## src/hdl/rrts_pkg.sv

```systemverilog
// shared types, constants and helpers of the round-robin task scheduler
package rrts_pkg;

   localparam int NUM_SLOTS    = 16;
   localparam int SLOT_BITS    = $clog2(NUM_SLOTS);
   localparam int SUM_BITS     = SLOT_BITS + 1;
   localparam int ID_BITS      = 16;
   localparam int QUANTUM_BITS = 8;
   localparam int FUNC_BITS    = 3;
   localparam int VEC_BITS     = 5;
   localparam int RES_BITS     = 3;

   localparam logic [QUANTUM_BITS-1:0] QUANTUM_RESET     = QUANTUM_BITS'(5);
   localparam logic [VEC_BITS-1:0]     VEC_DOUBLE_FAULT  = VEC_BITS'(8);
   localparam logic [VEC_BITS-1:0]     VEC_MACHINE_CHECK = VEC_BITS'(18);

   typedef logic [SLOT_BITS-1:0]    slot_addr_type;
   typedef logic [ID_BITS-1:0]      pid_type;
   typedef logic [QUANTUM_BITS-1:0] quantum_type;
   typedef logic [VEC_BITS-1:0]     vec_type;

   localparam slot_addr_type LAST_STEP = SLOT_BITS'(NUM_SLOTS - 1);

   typedef enum logic [FUNC_BITS-1:0] {
      FUNC_TICK, FUNC_ADD, FUNC_EXIT, FUNC_YIELD,
      FUNC_SLEEP, FUNC_WAKE, FUNC_WAIT, FUNC_FAULT
   } func_type;

   typedef enum logic [RES_BITS-1:0] {
      RES_OK, RES_FULL, RES_UNKNOWN, RES_HALTED, RES_NO_READY
   } res_code_type;

   typedef enum logic [1:0] {
      TASK_READY, TASK_SLEEPING, TASK_WAITING
   } task_status_type;

   typedef enum logic [1:0] {
      SCAN_MATCH_ID, SCAN_FREE, SCAN_READY, SCAN_WAITER
   } scan_mode_type;

   typedef enum logic [3:0] {
      S_IDLE, S_DISPATCH, S_LOOKUP, S_FREE, S_REMOVE, S_WAKE, S_PICK, S_DONE
   } seq_state_type;

   typedef struct packed {
      scan_mode_type   mode;
      slot_addr_type   addr;
      pid_type         key;
      slot_addr_type   wr_addr;
      logic            we_valid;
      logic            valid_val;
      logic            we_id;
      logic            we_status;
      logic            we_wait;
      pid_type         wr_id;
      task_status_type wr_status;
      pid_type         wr_wait;
   } tbl_req_type;

   typedef struct packed {
      logic                 hit;
      pid_type              rd_id;
      logic [NUM_SLOTS-1:0] valid_vec;
   } tbl_rsp_type;

   typedef struct packed {
      res_code_type status;
      pid_type      current_pid;
      logic         switched;
      pid_type      assigned_pid;
   } rsp_word_type;

   function automatic slot_addr_type wrap_add(slot_addr_type base, slot_addr_type step);
      logic [SUM_BITS-1:0] sum;
      sum = {1'b0, base} + {1'b0, step};
      if (sum >= SUM_BITS'(NUM_SLOTS)) begin
         sum = sum - SUM_BITS'(NUM_SLOTS);
      end
      return sum[SLOT_BITS-1:0];
   endfunction

   function automatic slot_addr_type next_slot(slot_addr_type slot);
      return wrap_add(slot, SLOT_BITS'(1));
   endfunction

endpackage

```

## src/hdl/round_robin_task_scheduler.sv

```systemverilog
// top level of the round-robin task scheduler with quantum register and result word
//
//  channel   ports                          handshake
//  req       req_func .. req_fault_user_mode  start high, busy low
//  rsp       rsp_status .. rsp_assigned_pid   rsp_strobe, one cycle, no stall
//  csr       csr_data (quantum_ticks)         csr_valid and csr_ready
//
// a halted command goes straight from dispatch to done; exit runs an id lookup, a waiter
// sweep and, if it removed the running task, a ready search (unless it removed the last task),
// each walking the slot table one slot per cycle through the shared slot compare
// the result word comes out in the same cycle as busy falls
// reset clears the slot valid bits at once, with no clearing pass
module round_robin_task_scheduler (
   input  logic                                clock,
   input  logic                                reset,
   input  logic                                start,
   output logic                                busy,
   input  logic [rrts_pkg::FUNC_BITS-1:0]      req_func,
   input  logic [rrts_pkg::ID_BITS-1:0]        req_target_pid,
   input  logic [rrts_pkg::VEC_BITS-1:0]       req_fault_vector,
   input  logic                                req_fault_user_mode,
   output logic                                rsp_strobe,
   output logic [rrts_pkg::RES_BITS-1:0]       rsp_status,
   output logic [rrts_pkg::ID_BITS-1:0]        rsp_current_pid,
   output logic                                rsp_switched,
   output logic [rrts_pkg::ID_BITS-1:0]        rsp_assigned_pid,
   input  logic                                csr_valid,
   output logic                                csr_ready,
   input  logic [rrts_pkg::QUANTUM_BITS-1:0]   csr_data
);
   import rrts_pkg::*;

   quantum_type  quantum_ff;
   logic         accept;
   logic         done;
   logic         seq_busy;
   tbl_req_type  tbl_req;
   tbl_rsp_type  tbl_rsp;
   rsp_word_type rsp_word;

   logic         rsp_strobe_ff;
   rsp_word_type rsp_word_ff;

   assign csr_ready = 1'b1;
   assign accept    = start && !seq_busy;
   assign busy      = seq_busy;

   always_ff @(posedge clock) begin
      if (reset) begin
         quantum_ff <= QUANTUM_RESET;
      end else if (csr_valid && csr_ready) begin
         quantum_ff <= csr_data;
      end
   end

   rrts_slot_table u_table (
      .clock   (clock),
      .reset   (reset),
      .tbl_req (tbl_req),
      .tbl_rsp (tbl_rsp)
   );

   rrts_seq u_seq (
      .clock               (clock),
      .reset               (reset),
      .accept              (accept),
      .req_func            (func_type'(req_func)),
      .req_target_pid      (req_target_pid),
      .req_fault_vector    (req_fault_vector),
      .req_fault_user_mode (req_fault_user_mode),
      .quantum             (quantum_ff),
      .tbl_rsp             (tbl_rsp),
      .tbl_req             (tbl_req),
      .busy                (seq_busy),
      .done                (done),
      .rsp_word            (rsp_word)
   );

   // result word register
   always_ff @(posedge clock) begin
      if (reset) begin
         rsp_strobe_ff <= 1'b0;
      end else begin
         rsp_strobe_ff <= done;
      end
   end

   always_ff @(posedge clock) begin
      if (done) begin
         rsp_word_ff <= rsp_word;
      end
   end

   assign rsp_strobe       = rsp_strobe_ff;
   assign rsp_status       = rsp_word_ff.status;
   assign rsp_current_pid  = rsp_word_ff.current_pid;
   assign rsp_switched     = rsp_word_ff.switched;
   assign rsp_assigned_pid = rsp_word_ff.assigned_pid;

endmodule

```

## src/hdl/rrts_slot_table.sv

```systemverilog
// task slot table with one scan read port, one write port and the shared slot compare
module rrts_slot_table (
   input  logic                 clock,
   input  logic                 reset,
   input  rrts_pkg::tbl_req_type tbl_req,
   output rrts_pkg::tbl_rsp_type tbl_rsp
);
   import rrts_pkg::*;

   logic [NUM_SLOTS-1:0] valid_ff;
   pid_type              id_ff     [NUM_SLOTS];
   task_status_type      status_ff [NUM_SLOTS];
   pid_type              wait_ff   [NUM_SLOTS];

   logic            rd_valid;
   pid_type         rd_id;
   task_status_type rd_status;
   pid_type         rd_wait;
   logic            hit;

   assign rd_valid  = valid_ff[tbl_req.addr];
   assign rd_id     = id_ff[tbl_req.addr];
   assign rd_status = status_ff[tbl_req.addr];
   assign rd_wait   = wait_ff[tbl_req.addr];

   always_comb begin
      unique case (tbl_req.mode)
         SCAN_MATCH_ID: hit = rd_valid && (rd_id == tbl_req.key);
         SCAN_FREE:     hit = !rd_valid;
         SCAN_READY:    hit = rd_valid && (rd_status == TASK_READY);
         SCAN_WAITER:   hit = rd_valid && (rd_status == TASK_WAITING)
                              && (rd_wait == tbl_req.key);
      endcase
   end

   assign tbl_rsp.hit       = hit;
   assign tbl_rsp.rd_id     = rd_id;
   assign tbl_rsp.valid_vec = valid_ff;

   always_ff @(posedge clock) begin
      if (reset) begin
         valid_ff <= '0;
      end else if (tbl_req.we_valid) begin
         valid_ff[tbl_req.wr_addr] <= tbl_req.valid_val;
      end
   end

   always_ff @(posedge clock) begin
      if (tbl_req.we_id) begin
         id_ff[tbl_req.wr_addr] <= tbl_req.wr_id;
      end
      if (tbl_req.we_status) begin
         status_ff[tbl_req.wr_addr] <= tbl_req.wr_status;
      end
      if (tbl_req.we_wait) begin
         wait_ff[tbl_req.wr_addr] <= tbl_req.wr_wait;
      end
   end

endmodule

```

## src/hdl/rrts_seq.sv

```systemverilog
// command sequencer: slot scans, task state and result word of the scheduler
module rrts_seq (
   input  logic                  clock,
   input  logic                  reset,
   input  logic                  accept,
   input  rrts_pkg::func_type    req_func,
   input  rrts_pkg::pid_type     req_target_pid,
   input  rrts_pkg::vec_type     req_fault_vector,
   input  logic                  req_fault_user_mode,
   input  rrts_pkg::quantum_type quantum,
   input  rrts_pkg::tbl_rsp_type tbl_rsp,
   output rrts_pkg::tbl_req_type tbl_req,
   output logic                  busy,
   output logic                  done,
   output rrts_pkg::rsp_word_type rsp_word
);
   import rrts_pkg::*;

   seq_state_type state_ff, state_in;
   func_type      func_ff, func_in;
   pid_type       target_ff, target_in;
   vec_type       vec_ff, vec_in;
   logic          user_ff, user_in;
   slot_addr_type slot_t_ff, slot_t_in;
   slot_addr_type base_ff, base_in;
   slot_addr_type step_ff, step_in;
   pid_type       key_ff, key_in;
   logic          force_ff, force_in;
   slot_addr_type cur_slot_ff, cur_slot_in;
   logic          cur_valid_ff, cur_valid_in;
   pid_type       cur_id_ff, cur_id_in;
   quantum_type   tick_ff, tick_in;
   pid_type       next_id_ff, next_id_in;
   logic          halted_ff, halted_in;
   res_code_type  res_status_ff, res_status_in;
   logic          res_sw_ff, res_sw_in;
   pid_type       res_assigned_ff, res_assigned_in;

   slot_addr_type        scan_addr;
   slot_addr_type        resched_first;
   logic                 last_step;
   logic                 halt_fault;
   logic                 tick_expire;
   quantum_type          tick_plus;
   pid_type              nid_plus;
   logic [NUM_SLOTS-1:0] others;
   logic                 others_empty;

   assign scan_addr     = wrap_add(base_ff, step_ff);
   assign resched_first = cur_valid_ff ? next_slot(cur_slot_ff) : '0;
   assign last_step     = (step_ff == LAST_STEP);
   assign halt_fault    = (vec_ff == VEC_DOUBLE_FAULT) || (vec_ff == VEC_MACHINE_CHECK)
                          || !user_ff;
   assign tick_plus     = tick_ff + QUANTUM_BITS'(1);
   assign tick_expire   = (tick_plus >= quantum);
   assign nid_plus      = next_id_ff + ID_BITS'(1);

   always_comb begin
      others            = tbl_rsp.valid_vec;
      others[slot_t_ff] = 1'b0;
   end
   assign others_empty = (others == '0);

   // next state
   always_comb begin
      state_in = state_ff;
      unique case (state_ff)
         S_IDLE: begin
            if (accept) state_in = S_DISPATCH;
         end
         S_DISPATCH: begin
            if (halted_ff) begin
               state_in = S_DONE;
            end else begin
               unique case (func_ff)
                  FUNC_TICK:  state_in = (!cur_valid_ff || tick_expire) ? S_PICK : S_DONE;
                  FUNC_ADD:   state_in = S_FREE;
                  FUNC_EXIT,
                  FUNC_WAKE,
                  FUNC_WAIT:  state_in = S_LOOKUP;
                  FUNC_YIELD,
                  FUNC_SLEEP: state_in = S_PICK;
                  FUNC_FAULT: state_in = (!halt_fault && cur_valid_ff) ? S_REMOVE : S_DONE;
               endcase
            end
         end
         S_LOOKUP: begin
            priority if (tbl_rsp.hit && func_ff == FUNC_EXIT) begin
               state_in = S_REMOVE;
            end else if (tbl_rsp.hit && func_ff == FUNC_WAIT) begin
               state_in = S_PICK;
            end else if (tbl_rsp.hit || last_step) begin
               state_in = S_DONE;
            end
         end
         S_FREE: begin
            if (tbl_rsp.hit || last_step) state_in = S_DONE;
         end
         S_REMOVE: begin
            state_in = others_empty ? S_DONE : S_WAKE;
         end
         S_WAKE: begin
            if (last_step) state_in = force_ff ? S_PICK : S_DONE;
         end
         S_PICK: begin
            if (tbl_rsp.hit || last_step) state_in = S_DONE;
         end
         S_DONE: begin
            state_in = S_IDLE;
         end
         default: state_in = S_IDLE;
      endcase
   end

   // datapath and table access
   always_comb begin
      func_in         = func_ff;
      target_in       = target_ff;
      vec_in          = vec_ff;
      user_in         = user_ff;
      slot_t_in       = slot_t_ff;
      base_in         = base_ff;
      step_in         = step_ff;
      key_in          = key_ff;
      force_in        = force_ff;
      cur_slot_in     = cur_slot_ff;
      cur_valid_in    = cur_valid_ff;
      cur_id_in       = cur_id_ff;
      tick_in         = tick_ff;
      next_id_in      = next_id_ff;
      halted_in       = halted_ff;
      res_status_in   = res_status_ff;
      res_sw_in       = res_sw_ff;
      res_assigned_in = res_assigned_ff;

      tbl_req           = '0;
      tbl_req.addr      = scan_addr;
      tbl_req.key       = key_ff;
      tbl_req.wr_addr   = scan_addr;
      tbl_req.wr_status = TASK_READY;
      unique case (state_ff)
         S_LOOKUP: tbl_req.mode = SCAN_MATCH_ID;
         S_FREE:   tbl_req.mode = SCAN_FREE;
         S_WAKE:   tbl_req.mode = SCAN_WAITER;
         S_PICK:   tbl_req.mode = SCAN_READY;
         default:  tbl_req.mode = SCAN_MATCH_ID;
      endcase

      unique case (state_ff)
         S_IDLE: begin
            if (accept) begin
               func_in         = req_func;
               target_in       = req_target_pid;
               vec_in          = req_fault_vector;
               user_in         = req_fault_user_mode;
               res_status_in   = RES_OK;
               res_sw_in       = 1'b0;
               res_assigned_in = '0;
               force_in        = 1'b0;
            end
         end
         S_DISPATCH: begin
            base_in = '0;
            step_in = '0;
            key_in  = target_ff;
            if (halted_ff) begin
               res_status_in = RES_HALTED;
            end else begin
               unique case (func_ff)
                  FUNC_TICK: begin
                     if (!cur_valid_ff || tick_expire) begin
                        base_in = resched_first;
                        tick_in = '0;
                     end else begin
                        tick_in = tick_plus;
                     end
                  end
                  FUNC_ADD, FUNC_EXIT, FUNC_WAKE, FUNC_WAIT: begin
                  end
                  FUNC_YIELD: begin
                     base_in = resched_first;
                     tick_in = '0;
                  end
                  FUNC_SLEEP: begin
                     if (cur_valid_ff) begin
                        tbl_req.wr_addr   = cur_slot_ff;
                        tbl_req.we_status = 1'b1;
                        tbl_req.wr_status = TASK_SLEEPING;
                     end
                     base_in = resched_first;
                     tick_in = '0;
                  end
                  FUNC_FAULT: begin
                     if (halt_fault) begin
                        res_sw_in     = cur_valid_ff;
                        cur_valid_in  = 1'b0;
                        halted_in     = 1'b1;
                        res_status_in = RES_HALTED;
                     end else if (cur_valid_ff) begin
                        slot_t_in = cur_slot_ff;
                        key_in    = cur_id_ff;
                     end else begin
                        res_status_in = RES_UNKNOWN;
                     end
                  end
               endcase
            end
         end
         S_LOOKUP: begin
            step_in = step_ff + SLOT_BITS'(1);
            if (tbl_rsp.hit) begin
               unique case (func_ff)
                  FUNC_EXIT: begin
                     slot_t_in = scan_addr;
                  end
                  FUNC_WAKE: begin
                     tbl_req.we_status = 1'b1;
                     tbl_req.wr_status = TASK_READY;
                     tbl_req.we_wait   = 1'b1;
                     tbl_req.wr_wait   = '0;
                  end
                  FUNC_WAIT: begin
                     if (cur_valid_ff) begin
                        tbl_req.wr_addr   = cur_slot_ff;
                        tbl_req.we_status = 1'b1;
                        tbl_req.wr_status = TASK_WAITING;
                        tbl_req.we_wait   = 1'b1;
                        tbl_req.wr_wait   = key_ff;
                     end
                     base_in = resched_first;
                     step_in = '0;
                     tick_in = '0;
                  end
                  default: begin
                  end
               endcase
            end else if (last_step) begin
               res_status_in = RES_UNKNOWN;
            end
         end
         S_FREE: begin
            step_in = step_ff + SLOT_BITS'(1);
            if (tbl_rsp.hit) begin
               tbl_req.we_valid  = 1'b1;
               tbl_req.valid_val = 1'b1;
               tbl_req.we_id     = 1'b1;
               tbl_req.wr_id     = next_id_ff;
               tbl_req.we_status = 1'b1;
               tbl_req.wr_status = TASK_READY;
               tbl_req.we_wait   = 1'b1;
               tbl_req.wr_wait   = '0;
               res_assigned_in   = next_id_ff;
               next_id_in        = (nid_plus == '0) ? ID_BITS'(1) : nid_plus;
            end else if (last_step) begin
               res_status_in = RES_FULL;
            end
         end
         S_REMOVE: begin
            if (others_empty) begin
               res_sw_in     = cur_valid_ff;
               cur_valid_in  = 1'b0;
               halted_in     = 1'b1;
               res_status_in = RES_HALTED;
            end else begin
               tbl_req.wr_addr   = slot_t_ff;
               tbl_req.we_valid  = 1'b1;
               tbl_req.valid_val = 1'b0;
               force_in          = cur_valid_ff && (cur_slot_ff == slot_t_ff);
               base_in           = '0;
               step_in           = '0;
            end
         end
         S_WAKE: begin
            step_in = step_ff + SLOT_BITS'(1);
            if (tbl_rsp.hit) begin
               tbl_req.we_status = 1'b1;
               tbl_req.wr_status = TASK_READY;
               tbl_req.we_wait   = 1'b1;
               tbl_req.wr_wait   = '0;
            end
            if (last_step && force_ff) begin
               cur_valid_in = 1'b0;
               base_in      = next_slot(slot_t_ff);
               step_in      = '0;
               tick_in      = '0;
            end
         end
         S_PICK: begin
            step_in = step_ff + SLOT_BITS'(1);
            if (tbl_rsp.hit) begin
               cur_slot_in   = scan_addr;
               cur_valid_in  = 1'b1;
               cur_id_in     = tbl_rsp.rd_id;
               res_sw_in     = force_ff || !(cur_valid_ff && (cur_slot_ff == scan_addr));
               res_status_in = RES_OK;
            end else if (last_step) begin
               cur_valid_in  = 1'b0;
               res_sw_in     = force_ff || cur_valid_ff;
               res_status_in = RES_NO_READY;
            end
         end
         S_DONE: begin
         end
         default: begin
         end
      endcase
   end

   always_ff @(posedge clock) begin
      if (reset) begin
         state_ff     <= S_IDLE;
         cur_slot_ff  <= '0;
         cur_valid_ff <= 1'b0;
         tick_ff      <= '0;
         next_id_ff   <= ID_BITS'(1);
         halted_ff    <= 1'b0;
         force_ff     <= 1'b0;
      end else begin
         state_ff     <= state_in;
         cur_slot_ff  <= cur_slot_in;
         cur_valid_ff <= cur_valid_in;
         tick_ff      <= tick_in;
         next_id_ff   <= next_id_in;
         halted_ff    <= halted_in;
         force_ff     <= force_in;
      end
   end

   always_ff @(posedge clock) begin
      func_ff         <= func_in;
      target_ff       <= target_in;
      vec_ff          <= vec_in;
      user_ff         <= user_in;
      slot_t_ff       <= slot_t_in;
      base_ff         <= base_in;
      step_ff         <= step_in;
      key_ff          <= key_in;
      cur_id_ff       <= cur_id_in;
      res_status_ff   <= res_status_in;
      res_sw_ff       <= res_sw_in;
      res_assigned_ff <= res_assigned_in;
   end

   assign busy                  = (state_ff != S_IDLE);
   assign done                  = (state_ff == S_DONE);
   assign rsp_word.status       = res_status_ff;
   assign rsp_word.current_pid  = cur_valid_ff ? cur_id_ff : '0;
   assign rsp_word.switched     = res_sw_ff;
   assign rsp_word.assigned_pid = res_assigned_ff;

   a_halt_no_task: assert property (@(posedge clock) disable iff (reset)
      halted_ff |-> !cur_valid_ff)
      else $error("running task while halted");

   a_next_id_nonzero: assert property (@(posedge clock) disable iff (reset)
      next_id_ff != '0)
      else $error("next id is zero");

   a_done_single: assert property (@(posedge clock) disable iff (reset)
      (state_ff == S_DONE) |=> (state_ff == S_IDLE))
      else $error("result word not single cycle");

   a_cur_slot_live: assert property (@(posedge clock) disable iff (reset)
      (state_ff == S_IDLE && cur_valid_ff) |-> tbl_rsp.valid_vec[cur_slot_ff])
      else $error("running slot not valid");

endmodule

```

## config.mk

```make
export PLATFORM = sky130hd
export DESIGN_NAME = round_robin_task_scheduler
export DESIGN_NICKNAME = d
export VERILOG_FILES = /design/src/hdl/rrts_pkg.sv /design/src/hdl/round_robin_task_scheduler.sv /design/src/hdl/rrts_slot_table.sv /design/src/hdl/rrts_seq.sv
export SDC_FILE = /design/constraint.sdc
export NUM_CORES = 1
export LEC_CHECK = 0
export ABC_AREA = 1
export BUFFER_PORTS_ARGS = -buffer_cell sky130_fd_sc_hd__buf_2
export CORE_AREA = 2 2 238 298
export DETAILED_ROUTE_END_ITERATION = 10
export DIE_AREA = 0 0 240 300
export SYNTH_ARGS = -nofsm -noshare
export SYNTH_HDL_FRONTEND = slang
export SYNTH_SLANG_ARGS = --single-unit
```

## constraint.sdc

```tcl
create_clock -name clock -period 11.3 [get_ports clock]
set_input_delay 2.825 -clock clock [delete_from_list [all_inputs] [get_ports clock]]
set_output_delay 2.825 -clock clock [all_outputs]
set_load 0.02 [all_outputs]
```

==> results of run 1 <==
## cells by family after synthesis
group / count (synthesis) / share of synthesized area
fa+ha+maj: 20 / 0.00818
flops: 729 / 0.676
other cells: 2 / 0.000238
mux: 16 / 0.00572
compound gates: 177 / 0.0311
simple gates: 1680 / 0.225
buf+inv: 322 / 0.0478
xor+xnor: 24 / 0.00667
## through the flow
stage	utilization	setup slack, ns	std cells	total power, mW	hold WS [ns]
after floorplan	-	6.83	2970	3.56	0.400
after global placement	0.470	4.03	3865	3.76	0.405
after detailed placement	0.471	3.74	3865	3.76	0.405
after CTS	0.506	3.68	4000	6.21	0.418
after global routing	0.506	3.18	4000	6.39	0.425
final	0.506	3.59	4000	6.17	0.419
## routing by layer
metal  vias up  track usage  routed length [microns]
li1      10270            -                        -
met1     11006        0.326                    36400
met2       837        0.416                    43800
met3       176       0.0306                     5500
met4         0        0.103                     3400
met5         -            0                        0
## critical path: stages, from the launching register on
cell and delay (ns):
edfxtp_1 0.47, ha_4 0.21, fa_4 0.90, inv_4 0.65, buf_4 0.71, nand3_1 0.16, nand3_1 0.13, nand2_1 0.06
nand2_1 0.07, nand2_1 0.09, nand2_1 0.07, nand2_1 0.12, nor2_1 0.19, nand2_1 0.09, nor2_1 0.11, nand2_1 0.14
nand2_1 0.11, nand2_2 0.11, nand2_4 0.16, inv_2 0.06, nor2_1 0.08, inv_1 0.09, nor2_1 0.78, inv_1 0.71
nor2_1 0.98
## worst paths after layout
path                                               end  slack (ns)
worst max-delay path            u_table.wait_ff[15][2]        3.59
worst min-delay path              rsp_assigned_pid[10]        0.42
worst min register to register    rsp_assigned_pid[10]        0.42
worst max register to register  u_table.wait_ff[15][2]        3.59
## power by group through the flow
stage / registers [mW] / logic [mW] / clock network (mW)
2_1_floorplan: 3.00 / 0.560 / 0
3_3_place_gp: 3.01 / 0.747 / 0
3_5_place_dp: 3.01 / 0.755 / 0
4_1_cts: 2.95 / 0.758 / 2.50
5_1_grt: 2.95 / 0.848 / 2.59
6_report: 2.95 / 0.761 / 2.46
## final cells by class
class,count,area share
Clock buffer,94,0.0559
Sequential cell,729,0.609
Clock inverter,41,0.0136
Tap cell,935,0.0334
Timing Repair Buffer,105,0.0172
Inverter,177,0.0193
Multi-Input combinational cell,1919,0.252
## cell usage in the layout, fill, tap and decap left out, drive strengths merged, types with 4 or more instances in the layout
cell | Yosys | final
nand2 | 943 | 943
edfxtp | 669 | 669
nand3 | 517 | 517
nor2 | 187 | 187
inv | 174 | 177
buf | 115 | 105
clkbuf | 30 | 94
a21oi | 72 | 72
o21ai | 71 | 71
dfxtp | 60 | 60
clkinv | 3 | 30
xor2 | 22 | 22
ha | 19 | 19
mux2 | 16 | 16
nor3 | 13 | 13
nand4 | 9 | 9
bufinv | 0 | 7
o211ai | 5 | 5
o22ai | 5 | 5
a211oi | 5 | 5
nor4 | 5 | 5
clkinvlp | 0 | 4
==> flow_metrics.env, run 1 <==
export IMPL_fin_crit_ns=7.71
export IMPL_cp_required_ns=11.59
export IMPL_hpwl_mm=53.5
export IMPL_fillerInstances=6218
export IMPL_die_w_microns=240
export IMPL_grt_pass1_wl_mm=133
export IMPL_synth_net_count=3027
export IMPL_cts_resized=0
export IMPL_cts_made_buffers=73
export IMPL_grt_max_degree=145
export IMPL_worstSetupStartpointType="flop"
export IMPL_drt_wl_total_mm=89.1
export IMPL_hold_viol=0
export IMPL_pwr_share_comb=0.123
export IMPL_drv_cap=0
export IMPL_ir_drop_uv=128
export IMPL_largestRegisters="u_table.id_ff: 256 flops, u_table.wait_ff: 256 flops, u_table.status_ff: 32 flops"
export IMPL_status="complete, no violations"
export IMPL_end_kind="flop"
export IMPL_drive_above_1_share=0.0887
export IMPL_synth_seq_area_share=0.676
export IMPL_cellPowerDensity_nw_per_um2=176
export IMPL_dieHeight_microns=300
export IMPL_r2r_start="u_seq.step_ff[0]"
export IMPL_vias_per_cell=5.57
export IMPL_die_area_sq_um=72000
export IMPL_clockRootBuffer="clkbuf_16"
export IMPL_cp_max_fo=57
export IMPL_rsz0062_at_grt="no"
export IMPL_fp_row_count=108
export IMPL_ctsHoldBuffers=0
export IMPL_postCtsSetupRepairBufs=0
export IMPL_coreArea_sq_um=69200
export IMPL_drt_wirelength_per_cell_microns=22.3
export IMPL_final_area_sq_um=35000
export IMPL_synth_cell_area_sq_um=31500
export IMPL_grtUsageTotal=0.248
export IMPL_synth_flop_cell="edfxtp_1"
export IMPL_critical_path_startpoint="u_seq.step_ff[0]"
export IMPL_p_sw_mw=1.62
export IMPL_drtIter0Drc=2164
export IMPL_io_pins=76
export IMPL_htree_levels=3
export IMPL_synth_most_common_cell="nand2_1"
export IMPL_final_setup_skew_ns=0.0339
export IMPL_syn_area_per_cell_sq_um=10.6
export IMPL_drtPass1Iterations=6
export IMPL_p_leak_nw=13.1
export IMPL_pwr_share_clk=0.398
export IMPL_postRouteAntennaNets=0
export IMPL_io_buffers=74
export IMPL_synth_top_area_frac=0.638
export IMPL_tns_ns=0
export IMPL_drcViolationCount=0
export IMPL_synthCells=2970
export IMPL_regArea_sq_um=21300
export IMPL_insertion_delay_ns=0.64
export IMPL_tritoncts="yes"
export IMPL_syn_to_final_growth_pct=11.0
export IMPL_clockBufferDepth=3
export IMPL_multi_input_area_sq_um=8820
export IMPL_synth_top_area_cell="edfxtp_1"
export IMPL_intPower_mw=4.55
export IMPL_synth_edf_count=669
export IMPL_start_util=0.455
export IMPL_ys_ff_latch=729
export IMPL_rr_worst_depth=24
export IMPL_overflow=0
export IMPL_clk_pin_slew_ns=0.06
export IMPL_worstHoldPathCells=0
export IMPL_setup_viol=0
export IMPL_critPathArrivalTime_ns=8.00
export IMPL_report_final_slew_viol_count=0
export IMPL_timing_fmax_ghz=0.130
export IMPL_antenna_cells=0
export IMPL_cts_sinks=729
export IMPL_min_from="u_seq.res_assigned_ff[10]"
export IMPL_nets=3062
export IMPL_netlist_top_cells_count="nand2_1, edfxtp_1, nand3_1"
export IMPL_period_share=0.683
export IMPL_relSlewSlack=0.154
export IMPL_ys_warnings_count=0
export IMPL_antenna_found_initial=0
export IMPL_dpl_instance_area_sq_um=32600
export IMPL_ys_types=53
export IMPL_synthArstFlopShare=0
export IMPL_grt_pass1_vias=21458
export IMPL_route_vias_total=22289
export IMPL_synth_area_top_cells="edfxtp_1, nand2_1, nand3_1, dfxtp_1, nor2_1"
export IMPL_p_seq_frac=0.478
export IMPL_sw_frac_of_total=0.263
export IMPL_gp_congestion=0.899
export IMPL_worst_pin_slew_ns=1.26
export IMPL_holdCritPathClass="flop to flop"
export IMPL_worstSetupPathType="flop to flop"
(Power assumes the default switching activity.)
==> run 2: changes to the inputs <==
==> constraint.sdc (replaced) <==
create_clock -name clock -period 8.1 [get_ports clock]
set_input_delay 2.025 -clock clock [delete_from_list [all_inputs] [get_ports clock]]
set_output_delay 2.025 -clock clock [all_outputs]
set_load 0.02 [all_outputs]
==> flow_metrics.env, run 2 (synthesized netlist as in run 1, its figures left out) <==
export IMPL_status="complete, no violations"
export IMPL_end_kind="flop"
export IMPL_grt_pass1_wl_mm=129
export IMPL_rsz0062_at_grt="no"
export IMPL_drt_wl_total_mm=86.2
export IMPL_coreArea_sq_um=69200
export IMPL_holdCritPathClass="flop to flop"
export IMPL_timing_fmax_ghz=0.154
export IMPL_die_w_microns=240
export IMPL_postRouteAntennaNets=0
export IMPL_slowest_delay_ns=0.96
export IMPL_gp_congestion=0.899
export IMPL_tritoncts="yes"
export IMPL_worstPathCellList="ha_4 -> fa_4 -> inv_4 -> buf_4 -> nand3_1 -> nand3_1 -> nand2_1 -> nand2_1 -> nand2_1 -> xor2_1 -> nor2_1 -> nand3_1 -> nand2_1 -> nand2_2 -> nand2_4 -> inv_2 -> nor2_1 -> inv_1 -> nor2_1 -> buf_4 -> inv_1 -> nor2_1"
export IMPL_largestRegisters="u_table.id_ff: 256 flops, u_table.wait_ff: 256 flops, u_table.status_ff: 32 flops"
export IMPL_period_share=0.802
export IMPL_fp_row_count=108
export IMPL_p_leak_nw=13.1
export IMPL_drtPass1Iterations=5
export IMPL_cts_resized=0
export IMPL_grt_max_degree=155
export IMPL_clockBufferDepth=3
export IMPL_htree_levels=3
export IMPL_io_pins=76
export IMPL_antenna_found_initial=1
export IMPL_fillerInstances=6212
export IMPL_grtUsageTotal=0.239
export IMPL_worstSetupStartpointType="flop"
export IMPL_dieHeight_microns=300
export IMPL_drcViolationCount=0
export IMPL_drtIter0Drc=2139
export IMPL_worst_pin_slew_ns=1.15
export IMPL_hpwl_mm=52.5
export IMPL_postCtsSetupRepairBufs=0
export IMPL_worstSetupPathType="flop to flop"
export IMPL_cts_sinks=729
export IMPL_vias_per_cell=5.51
export IMPL_clockRootBuffer="clkbuf_16"
export IMPL_drt_wirelength_per_cell_microns=21.6
export IMPL_reg2reg_setup_slack_ns=1.61
export IMPL_cts_made_buffers=73
export IMPL_cp_required_ns=8.37
export IMPL_fin_crit_ns=6.49
export IMPL_grt_pass1_vias=21089
export IMPL_critPathArrivalTime_ns=6.76
export IMPL_cellPowerDensity_nw_per_um2=245
export IMPL_final_setup_skew_ns=0.0319
export IMPL_hold_viol=0
export IMPL_route_vias_total=22018
export IMPL_drv_cap=0
export IMPL_insertion_delay_ns=0.63
export IMPL_postLayoutCoreUtil=0.505
export IMPL_nets=3060
export IMPL_start_util=0.455
export IMPL_drive_above_1_share=0.0889
export IMPL_io_buffers=74
export IMPL_tns_ns=0
export IMPL_clk_pin_slew_ns=0.06
export IMPL_overflow=0
export IMPL_report_final_slew_viol_count=0
export IMPL_mostFrequentLayoutCells="nand2_1, edfxtp_1, nand3_1"
export IMPL_crit_path_top_delay_cell="nor2_1"
export IMPL_setup_viol=0
export IMPL_syn_to_final_growth_pct=10.8
export IMPL_final_common_cell="nand2_1"
export IMPL_cp_max_fo=62
export IMPL_relSlewSlack=0.229
export IMPL_die_area_sq_um=72000
export IMPL_ctsHoldBuffers=0
export IMPL_ir_drop_uv=186
## run 2: worst paths after layout
kind / from / to / cells past startpoint
min reg2reg: u_seq.res_assigned_ff[14] / rsp_assigned_pid[14] / 0
max reg2reg: u_seq.step_ff[0] / u_table.wait_ff[15][10] / 22
min: u_seq.res_assigned_ff[14] / rsp_assigned_pid[14] / 0
max: u_seq.step_ff[0] / u_table.wait_ff[15][10] / 22
## run 2: final cells by class
cell class | instances | area, sq um | share of cell area
multi-input cells | 1919 | 8830 | 0.253
clock buffers | 84 | 1910 | 0.0547
repair buffers | 103 | 613 | 0.0176
flip-flops and latches | 729 | 21300 | 0.610
clock inverters | 47 | 427 | 0.0122
inverters | 177 | 674 | 0.0193
diodes | 1 | 2.50 | 0.0000717
well taps | 935 | 1170 | 0.0335
## run 2: worst max-delay path: cells and delay by family, from the launching register on
family        cells  cell delay [ns]
flops             1             0.47
fa+ha+maj         2             0.86
xor+xnor          1             0.15
buf+inv           6             2.09
simple gates     13             2.48
## run 2: stage by stage
step	setup slack [ns]	hold WS [ns]	total power, mW	instance area (sq um)	std cells
global route	0.960	0.426	8.85	34900	3994
detailed placement	1.62	0.405	5.27	32600	3863
finish	1.61	0.421	8.55	34900	3995
floorplan	3.76	0.400	4.97	31500	2970
global placement	1.65	0.404	5.26	32600	3863
CTS	1.59	0.422	8.58	34900	3994
## run 2: power by group
part           total [mW]  switching, mW  leakage [nW]  internal (mW)
Clock                3.35           1.45          1.15           1.90
Sequential           4.12         0.0221          6.10           4.09
Combinational        1.09          0.794          5.86          0.293
Total                8.55           2.26          13.1           6.28
## run 2: layer usage
layer,wire (microns),track usage,vias to the layer above
met5,0,0,-
met4,3860,0.105,0
met3,5800,0.0404,194
met2,41100,0.391,858
met1,35400,0.315,10697
li1,-,-,10269
